## src/hw/rtl/sfr_pkg.sv

```systemverilog
package sfr_pkg;

	localparam logic [7:0] SYNC_BYTE  = 8'hAA;
	localparam logic [7:0] FUNC_LIMIT = 8'hFF;

	localparam logic [5:0] MAX_LEN_RESET = 6'd32;
	localparam logic [7:0] WATCHED_RESET = 8'hF1;

	// Register index is taken from paddr[2].
	localparam logic REG_MAX_LEN = 1'b0;
	localparam logic REG_WATCHED = 1'b1;

	typedef enum logic [5:0] {
		PH_SYNC1   = 6'b000001,
		PH_SYNC2   = 6'b000010,
		PH_FUNC    = 6'b000100,
		PH_LEN     = 6'b001000,
		PH_PAYLOAD = 6'b010000,
		PH_TRAIL   = 6'b100000
	} sfr_phase_t;

	typedef struct packed {
		logic [5:0] max_len;
		logic [7:0] watched_func;
	} sfr_cfg_t;

	typedef struct packed {
		logic [7:0] func_code;
		logic [5:0] payload_len;
		logic [7:0] value_a;
		logic [7:0] value_b;
		logic       values_updated;
	} sfr_result_t;

endpackage

```

## src/hw/rtl/sfr_regs.sv

```systemverilog
module sfr_regs (
	input  logic              clk,
	input  logic              arst_n,
	input  logic              psel,
	input  logic              penable,
	input  logic              pwrite,
	input  logic [2:0]        paddr,
	input  logic [31:0]       pwdata,
	output logic [31:0]       prdata,
	output logic              pready,
	output sfr_pkg::sfr_cfg_t cfg
);
	import sfr_pkg::*;

	logic       wr_en;
	logic [5:0] max_len_q;
	logic [7:0] watched_q;

	assign pready = 1'b1;
	assign wr_en  = psel && penable && pwrite && pready;

	always_ff @(posedge clk or negedge arst_n) begin
		if (!arst_n) begin
			max_len_q <= MAX_LEN_RESET;
			watched_q <= WATCHED_RESET;
		end else if (wr_en) begin
			case (paddr[2])
				REG_MAX_LEN: max_len_q <= pwdata[5:0];
				REG_WATCHED: watched_q <= pwdata[7:0];
				default: ;
			endcase
		end
	end

	always_comb begin
		case (paddr[2])
			REG_MAX_LEN: prdata = {26'd0, max_len_q};
			REG_WATCHED: prdata = {24'd0, watched_q};
			default:     prdata = 32'd0;
		endcase
	end

	assign cfg.max_len      = max_len_q;
	assign cfg.watched_func = watched_q;

endmodule

```

## src/hw/rtl/sfr_parser.sv

```systemverilog
module sfr_parser (
	input  logic                 clk,
	input  logic                 arst_n,
	input  logic                 step,
	input  logic [7:0]           rx_byte,
	input  sfr_pkg::sfr_cfg_t    cfg,
	output logic                 res_valid,
	output sfr_pkg::sfr_result_t res
);
	import sfr_pkg::*;

	sfr_phase_t phase_q, phase_d;
	logic [5:0] remaining_q, remaining_d;
	logic [5:0] offset_q, offset_d;
	logic [7:0] func_q, func_d;
	logic [5:0] len_q, len_d;
	logic [7:0] win_q [4];
	logic [7:0] win_d [4];
	logic [7:0] held_a_q, held_a_d;
	logic [7:0] held_b_q, held_b_d;
	logic       updated;

	always_comb begin
		phase_d     = phase_q;
		remaining_d = remaining_q;
		offset_d    = offset_q;
		func_d      = func_q;
		len_d       = len_q;
		win_d       = win_q;
		held_a_d    = held_a_q;
		held_b_d    = held_b_q;
		updated     = 1'b0;
		res_valid   = 1'b0;
		case (phase_q)
			PH_SYNC1: begin
				phase_d = (rx_byte == SYNC_BYTE) ? PH_SYNC2 : PH_SYNC1;
			end
			PH_SYNC2: begin
				phase_d = (rx_byte == SYNC_BYTE) ? PH_FUNC : PH_SYNC1;
			end
			PH_FUNC: begin
				if (rx_byte < FUNC_LIMIT) begin
					func_d  = rx_byte;
					phase_d = PH_LEN;
				end else begin
					phase_d = PH_SYNC1;
				end
			end
			PH_LEN: begin
				if (rx_byte <= {2'b00, cfg.max_len}) begin
					len_d       = rx_byte[5:0];
					remaining_d = rx_byte[5:0];
					offset_d    = 6'd0;
					phase_d     = PH_PAYLOAD;
				end else begin
					phase_d = PH_SYNC1;
				end
			end
			PH_PAYLOAD: begin
				// A zero length lands here with nothing left, so this byte aborts the frame.
				if (remaining_q != 6'd0) begin
					remaining_d = remaining_q - 6'd1;
					if (offset_q < 6'd4) begin
						win_d[offset_q[1:0]] = rx_byte;
					end
					offset_d = offset_q + 6'd1;
					if (remaining_q == 6'd1) begin
						phase_d = PH_TRAIL;
					end
				end else begin
					phase_d = PH_SYNC1;
				end
			end
			PH_TRAIL: begin
				phase_d   = PH_SYNC1;
				res_valid = 1'b1;
				// The sum byte may overwrite a window byte before A and B are taken.
				if (offset_q < 6'd4) begin
					win_d[offset_q[1:0]] = rx_byte;
				end
				if (func_q == cfg.watched_func) begin
					held_a_d = win_d[1];
					held_b_d = win_d[3];
					updated  = 1'b1;
				end
			end
			default: begin
				phase_d = PH_SYNC1;
			end
		endcase
	end

	assign res.func_code      = func_q;
	assign res.payload_len    = len_q;
	assign res.value_a        = held_a_d;
	assign res.value_b        = held_b_d;
	assign res.values_updated = updated;

	always_ff @(posedge clk or negedge arst_n) begin
		if (!arst_n) begin
			phase_q     <= PH_SYNC1;
			remaining_q <= 6'd0;
			offset_q    <= 6'd0;
			func_q      <= 8'd0;
			len_q       <= 6'd0;
			win_q       <= '{default: 8'd0};
			held_a_q    <= 8'd0;
			held_b_q    <= 8'd0;
		end else if (step) begin
			phase_q     <= phase_d;
			remaining_q <= remaining_d;
			offset_q    <= offset_d;
			func_q      <= func_d;
			len_q       <= len_d;
			win_q       <= win_d;
			held_a_q    <= held_a_d;
			held_b_q    <= held_b_d;
		end
	end

endmodule

```

## src/hw/rtl/serial_frame_receiver.sv

```systemverilog
// Serial frame receiver: takes one received byte per item on the s_ side and
// hunts for frames of sync 0xAA, sync 0xAA, function byte (below 0xFF), length
// byte (at most max_len), that many payload bytes and one sum byte, which is
// not checked. For each completed frame one item leaves on the m_ side with
// the function code, the length, the two held values and a flag that is set
// when the function matched watched_func and the values were reloaded from
// frame positions 5 and 7. The block takes one byte every clock cycle unless a
// result waits on a stalled output; the frame state machine updates from an
// input register, and a result is then held in an output register. A stalled
// result item only holds up the input once a second result arrives.
module serial_frame_receiver (
	input  logic        clk,
	input  logic        arst_n,
	input  logic        s_tvalid,
	output logic        s_tready,
	input  logic [7:0]  s_tdata,  // [7:0] rx_byte
	output logic        m_tvalid,
	input  logic        m_tready,
	output logic [31:0] m_tdata,  // [7:0] func_code, [13:8] payload_len,
	                              // [21:14] value_a, [29:22] value_b, [31:30] zero
	output logic        m_tuser,  // [0] values_updated
	input  logic        psel,
	input  logic        penable,
	input  logic        pwrite,
	input  logic [2:0]  paddr,
	input  logic [31:0] pwdata,
	output logic [31:0] prdata,
	output logic        pready
);
	import sfr_pkg::*;

	sfr_cfg_t    cfg;
	sfr_result_t res;
	sfr_result_t out_q;
	logic        res_valid;
	logic        valid_s1;
	logic [7:0]  byte_s1;
	logic        out_valid_q;
	logic        out_free;
	logic        advance;

	sfr_regs u_regs (
		.clk     (clk),
		.arst_n  (arst_n),
		.psel    (psel),
		.penable (penable),
		.pwrite  (pwrite),
		.paddr   (paddr),
		.pwdata  (pwdata),
		.prdata  (prdata),
		.pready  (pready),
		.cfg     (cfg)
	);

	sfr_parser u_parser (
		.clk       (clk),
		.arst_n    (arst_n),
		.step      (advance),
		.rx_byte   (byte_s1),
		.cfg       (cfg),
		.res_valid (res_valid),
		.res       (res)
	);

	assign out_free = !out_valid_q || m_tready;
	// A byte that produces no result never waits on the output side.
	assign advance  = valid_s1 && (!res_valid || out_free);
	assign s_tready = !valid_s1 || advance;

	always_ff @(posedge clk or negedge arst_n) begin
		if (!arst_n) begin
			valid_s1 <= 1'b0;
		end else if (s_tready) begin
			valid_s1 <= s_tvalid;
		end
	end

	always_ff @(posedge clk) begin
		if (s_tready && s_tvalid) begin
			byte_s1 <= s_tdata;
		end
	end

	always_ff @(posedge clk or negedge arst_n) begin
		if (!arst_n) begin
			out_valid_q <= 1'b0;
		end else if (out_free) begin
			out_valid_q <= advance && res_valid;
		end
	end

	always_ff @(posedge clk) begin
		if (advance && res_valid) begin
			out_q <= res;
		end
	end

	assign m_tvalid = out_valid_q;
	assign m_tdata  = {2'b00, out_q.value_b, out_q.value_a, out_q.payload_len,
	                   out_q.func_code};
	assign m_tuser  = out_q.values_updated;

endmodule

```

## config.mk

```make
export PLATFORM = sky130hd
export DESIGN_NAME = serial_frame_receiver
export DESIGN_NICKNAME = d
export VERILOG_FILES = /design/src/hw/rtl/sfr_pkg.sv /design/src/hw/rtl/sfr_regs.sv /design/src/hw/rtl/sfr_parser.sv /design/src/hw/rtl/serial_frame_receiver.sv
export SDC_FILE = /design/constraint.sdc
export NUM_CORES = 1
export LEC_CHECK = 0
export BUFFER_PORTS_ARGS = -buffer_cell sky130_fd_sc_hd__clkbuf_2
export CAP_MARGIN = 30
export CORE_MARGIN = 2
export CORE_UTILIZATION = 45
export DETAILED_ROUTE_END_ITERATION = 16
export PLACE_DENSITY = 0.71
export SYNTH_ARGS = -nofsm -noshare
export SYNTH_HDL_FRONTEND = slang
export SYNTH_HIERARCHICAL = 1
export SYNTH_SLANG_ARGS = --single-unit
```

## constraint.sdc

```tcl
create_clock -name clk -period 2.9 [get_ports clk]
set_input_delay 0.435 -clock clk [delete_from_list [all_inputs] [get_ports clk]]
set_output_delay 0.435 -clock clk [all_outputs]
set_load 0.01 [all_outputs]
```

==> impl_metrics.ini, run 1 <==
[status]
status = finished, final reports clean

[setup_path]
startpoint = u_parser/phase_q[0]
cp_top_family = flip-flops
slowest_delay_ps = 620
end_kind = register
required_ps = 3180
worstSetupPathType = reg2reg
crit_slowest_cell = dfstp_2
crit_fanout = 10
reg2reg_depth = 8
cp_num_buf_inv = 2
r2r_setup_slack_ps = 270
cp.arrival_ps = 2910
timing.rr.end = u_parser/win_q[17]
worstSetupStartpointType = register
cp_cell_sequence = nor4_4, nand3b_2, inv_1, a21boi_0, buf_4, o211ai_1, nor2_4, mux2_2
r2r-start = u_parser/phase_q[0]

[sta]
min_period_ps = 2630
holdWs_ps = 208
finalCritPeriodShare_pct = 90.7
fin_skew_ps = 6.64
finalHoldViolations = 0
fmax_mhz = 380
tightest_slew_ps = 537
setup_viol = 0
rsz0062_at_grt = no
fin_setup_tns_ps = 0
final.setup.worst_slack_ps = 269
finalMaxSlewViolations = 0
maxSlewHeadroom_pct = 64.1

[clocking]
numCtsBuffers = 17
cts_max_level = 4
clock_sinks = 119
clk-insertion-delay-late_ps = 400
clock-root-buffer = clkbuf_16
cts.clk_slew.worst_paths_ps = 50
clk_path_buf_depth = 2
cts_tree = built

[layout]
syn_to_final_growth_pct = 17.6
n_antenna_cell = 0
postLayoutCoreUtil_pct = 54.6
nets = 583
drive_gt1_share_pct = 41.4
num-fill-cells = 1031

[synth]
synth_warnings = 6
synth_area_leaders = dfrtp_1 (31%), edfxtp_1 (20%), mux2_2 (15%), buf_4 (3.7%), dfstp_2 (3.1%)
syn-cell-area_um2 = 5940
yosys.area.top_type = dfrtp_1
synth_edf_count = 39
synthTopCellsByCount = mux2_2 (77), dfrtp_1 (73), edfxtp_1 (39)
ys_seq_elements = 119
synth_most_common_cell = mux2_2
synthCells = 442
synth.distinct_cells = 63
netlist.area_leader.share_pct = 30.8
ys_seq_area_share_pct = 53.6
synthArstFlopShare_pct = 67.2
synthFlopType = dfrtp_1
syn_area_per_cell_um2 = 13.4

[detailed_routing]
drtPass1Iterations = 5
via_count = 3720
drtIter0Drc = 263
ant_nets = 0
wl_per_cell_um = 16.9
wirelength_um = 12000
drcViolationCount = 0
vias_per_cell = 5.25

[hold_path]
hold_class = in2reg
hold_path_startpoint = s_tdata[1]
min_path_cells = 1
worst_hold_path.endpoint = byte_s1[1]

[pwr]
peakVddDrop_mv = 0.401
swShare_pct = 23.2
p_sw_w = 0.000985
p_leak_nw = 3.24
comb_power_share_pct = 9.6
seqPwrFrac_pct = 44.1
clockPowerShare_pct = 46.4
p_total_w = 0.00425
p_int_w = 0.00326
powerDensity_nw_per_um2 = 609

[floorplan]
coreArea_um2 = 12800
io_pins = 118
num_rows = 41
fp.dieArea_um2 = 14100
die_x_um = 119
dieHeight_um = 119
start_util_pct = 46.5

[grt]
grt_pass1_vias = 3797
overflow = 0
grt_use_total_pct = 18.0
grt_pass1_wl_um = 19600
grt_max_degree = 61
antenna_found_initial = 0

[place]
portBuffers = 64
pre_cts_ws_ps = 182
place_congestion = 0.862
dp.final_hpwl_um = 8290

[run]
drv_cap = 0
## routing by layer
metal / wire, um / track usage, % / up-vias
li1: - / - / 1732
met1: 5010 / 21.7 / 1842
met2: 6020 / 29.9 / 119
met3: 534 / 4.60 / 27
met4: 417 / 8.78 / 0
met5: 0 / 0 / -
## cells in the final DEF (no fill, tap or decap), types with 3 or more instances in the layout
cell type and n:
nand2_1 27, clkbuf_2 63, nand2b_1 8, inv_1 15
nor4_4 4, buf_4 15, nand4_1 5, mux2_4 8
dfstp_2 7, nor2_4 3, ha_1 10, nand3_1 4
edfxtp_1 39, clkbuf_16 17, a21oi_1 9, clkinv_2 5
conb_1 27, nor4_1 4, and2_1 3, or4_4 3
mux2_2 77, clkbuf_1 4, or3_1 4, nor3_1 3
nor2_1 8, xnor2_1 9, o21a_1 4, a31oi_1 4
dfrtp_1 73, nor2b_1 3, o21ai_0 7, mux2_1 13
## cell type report
cell class,count,area [um2],share of cell area [%]
sequential,119,3180,45.6
multi-input combinational,290,2500,35.8
timing repair buffer,80,465,6.67
clock buffer,22,454,6.51
tap,172,215,3.08
clock inverter,10,106,1.52
inverter,15,56.3,0.807
## worst reg2reg max path, cell delays in order (launching register included)
cell,delay [ps]
dfstp_2,620
nor4_4,80
nand3b_2,200
inv_1,80
a21boi_0,330
buf_4,270
o211ai_1,240
nor2_4,310
mux2_2,380
## how the worst max path moves through the flow
stage	end	slack [ps]	depth (start not counted)
2_1_floorplan	u_parser/win_q[0]	420	9
3_3_place_gp	u_parser/len_q[1]	200	7
3_5_place_dp	u_parser/len_q[5]	180	7
4_1_cts	u_parser/len_q[5]	60	7
5_1_grt	u_parser/win_q[3]	130	8
6_report	u_parser/win_q[17]	270	8
## flip-flops by register name (all words and copies together), names as in the netlist
name / flops
byte_s1: 8
m_tdata: 30
m_tuser: 1
m_tvalid: 1
u_parser/func_q: 8
u_parser/held_a_q: 8
u_parser/held_b_q: 8
u_parser/len_q: 6
u_parser/offset_q: 6
u_parser/phase_q: 6
u_parser/remaining_q: 6
u_parser/win_q: 16
u_regs/max_len_q: 6
u_regs/watched_q: 8
valid_s1: 1
## per-stage QoR
stage          instance area [um2]  instances
3_5_place_dp                  6400        675
4_1_cts                       6970        708
2_1_floorplan                 6030        466
5_1_grt                       6980        708
3_3_place_gp                  6370        674
6_report                      6980        708
## repair_timing
action / in CTS / in global routing
hold buffers: 1 / 0
resized for setup: 0 / 3
endpoints found under the setup margin: 0 / 15
setup buffers: 0 / 0
hold endpoints to repair: 20 / 0
## cell families after synthesis
| kind of cell | after synthesis | share of synthesized area (%) |
|---|---|---|
| flip-flops | 119 | 53.6 |
| XOR/XNOR | 10 | 1.48 |
| multiplexers | 99 | 19.3 |
| buffers and inverters | 57 | 6.01 |
| other | 3 | 0.190 |
| adder cells (fa/ha/maj) | 10 | 2.11 |
| AO/OA/AOI/OAI | 51 | 6.15 |
| AND/OR/NAND/NOR | 93 | 11.2 |
## power groups by stage
stage	Clock, W	Combinational (W)	Sequential [W]
after floorplan	0	0.000304	0.00187
after global placement	0	0.000381	0.00190
after detailed placement	0	0.000401	0.00190
after CTS	0.00201	0.000408	0.00187
after global routing	0.00209	0.000447	0.00188
final	0.00197	0.000406	0.00187
No activity file was read; power rests on OpenSTA's default activity.
==> run 2: changes to the inputs <==
Settings changed: CORE_UTILIZATION 45 to 50, PLACE_DENSITY 0.71 to 0.77.
==> impl_metrics.ini, run 2 (same netlist as run 1, synthesis figures left out) <==
[status]
status = finished, violations left
violations = design-rule violations

[clocking]
clock_sinks = 119
cts_setup_buffers = 0
cts_hold_buf = 0
cts.clk_slew.worst_paths_ps = 50
cts_max_level = 4
numCtsBuffers = 17
cts_tree = built
clk_path_buf_depth = 2
clock-root-buffer = clkbuf_16
clk-insertion-delay-late_ps = 400

[detailed_routing]
via_count = 3792
ant_nets = 0
drtIter0Drc = 306
vias_per_cell = 5.58
drtPass1Iterations = 11
wl_met1_um = 4790
drcViolationCount = 6
route.met2.wl_um = 6100
top_layer = met4
dr_wl_met3_um = 664
wirelength_um = 11900
wl_per_cell_um = 17.5

[place]
place_congestion = 0.890
placed_cell_area_um2 = 6360
dp.final_hpwl_um = 8210
dp.cells = 647
pre_cts_ws_ps = 149
portBuffers = 64

[floorplan]
dieHeight_um = 113
fp.dieArea_um2 = 12800
num_rows = 39
die_x_um = 113
start_util_pct = 51.6
io_pins = 118
coreArea_um2 = 11500

[setup_path]
required_ps = 3180
cp_num_buf_inv = 1
crit_cells = 7
r2r-start = u_regs/max_len_q[5]
startpoint = u_regs/max_len_q[5]
cp_top_family = compound AO/OA/AOI/OAI gates
crit_end = u_parser/len_q[1]
cp.arrival_ps = 3140
crit_slowest_cell = a2111oi_1
r2r_setup_slack_ps = 40
crit_fanout = 8
worstSetupPathType = reg2reg
reg2reg_depth = 7
cp_cell_sequence = inv_1, ha_1, a2111oi_1, o21a_1, a21o_1, nand3_1, mux2_1
end_kind = register
timing.rr.end = u_parser/len_q[1]
worstSetupStartpointType = register
slowest_delay_ps = 560

[grt]
overflow = 0
grt_use_total_pct = 19.9
grt_max_degree = 42
grt_pass1_wl_um = 19400
antenna_found_initial = 0
grt_pass1_vias = 3850

[pwr]
p_total_w = 0.00438
peakVddDrop_mv = 0.341
p_leak_nw = 3.25
powerDensity_nw_per_um2 = 628

[sta]
maxSlewHeadroom_pct = 60.6
fmax_mhz = 350
finalHoldViolations = 0
finalCritPeriodShare_pct = 98.5
min_period_ps = 2860
final.setup.worst_slack_ps = 44.3
tightest_slew_ps = 590
finalMaxSlewViolations = 0
fin_setup_tns_ps = 0
setup_viol = 0
rsz0062_at_grt = no
fin_skew_ps = 7.13

[layout]
final_cell_count_no_fill = 679
num-fill-cells = 850
n_antenna_cell = 0
largest_reg_flops = 30
drive_gt1_share_pct = 41.8
layout_common_cells = mux2_2 (77), dfrtp_1 (73), clkbuf_2 (63), edfxtp_1 (39)
nets = 583
design_area_um2 = 6970
syn_to_final_growth_pct = 17.4
final_common_cell = mux2_2

[hold_path]
hold_class = in2async

[run]
drv_cap = 0
## run 2: worst min-delay path by stage
stage                      start                   end  slack (ps)
5_1_grt                   arst_n  u_parser/held_a_q[5]          50
2_1_floorplan             arst_n              m_tvalid         140
3_3_place_gp   u_parser/len_q[5]           m_tdata[13]         430
3_5_place_dp   u_parser/len_q[5]           m_tdata[13]         430
4_1_cts                   arst_n  u_parser/held_a_q[5]          20
6_report                  arst_n  u_parser/held_a_q[5]          10
## run 2: through the flow
step	util (%)	hold slack, ps
2_1_floorplan	-	139
3_3_place_gp	55.1	432
3_5_place_dp	55.3	433
4_1_cts	60.5	18.5
5_1_grt	60.5	46.2
6_report	60.5	12.3
## run 2: report_power, final
group	switching [W]	internal [W]	total (W)
registers	0.0000645	0.00181	0.00187
clock network	0.000713	0.00139	0.00210
logic	0.000222	0.000179	0.000401
total	0.00100	0.00338	0.00438
## run 2: layout make-up
type	instances	area [um2]	share of cell area (%)
clock buffer	20	457	6.55
clock inverter	12	150	2.15
inverter	15	56.3	0.808
multi-input combinational	290	2490	35.8
sequential	119	3180	45.6
tap	143	179	2.57
timing repair buffer	80	455	6.53
## run 2: layer usage
layer / vias to the layer above / GRT usage [%]
li1: 1739 / -
met1: 1878 / 23.6
met2: 154 / 34.9
met3: 21 / 4.71
met4: 0 / 7.80
met5: - / 0
## run 2: what timing repair did
item	in CTS	in global routing
gates resized for setup	0	1
endpoints found under the setup margin	0	7
hold endpoints to repair	0	0
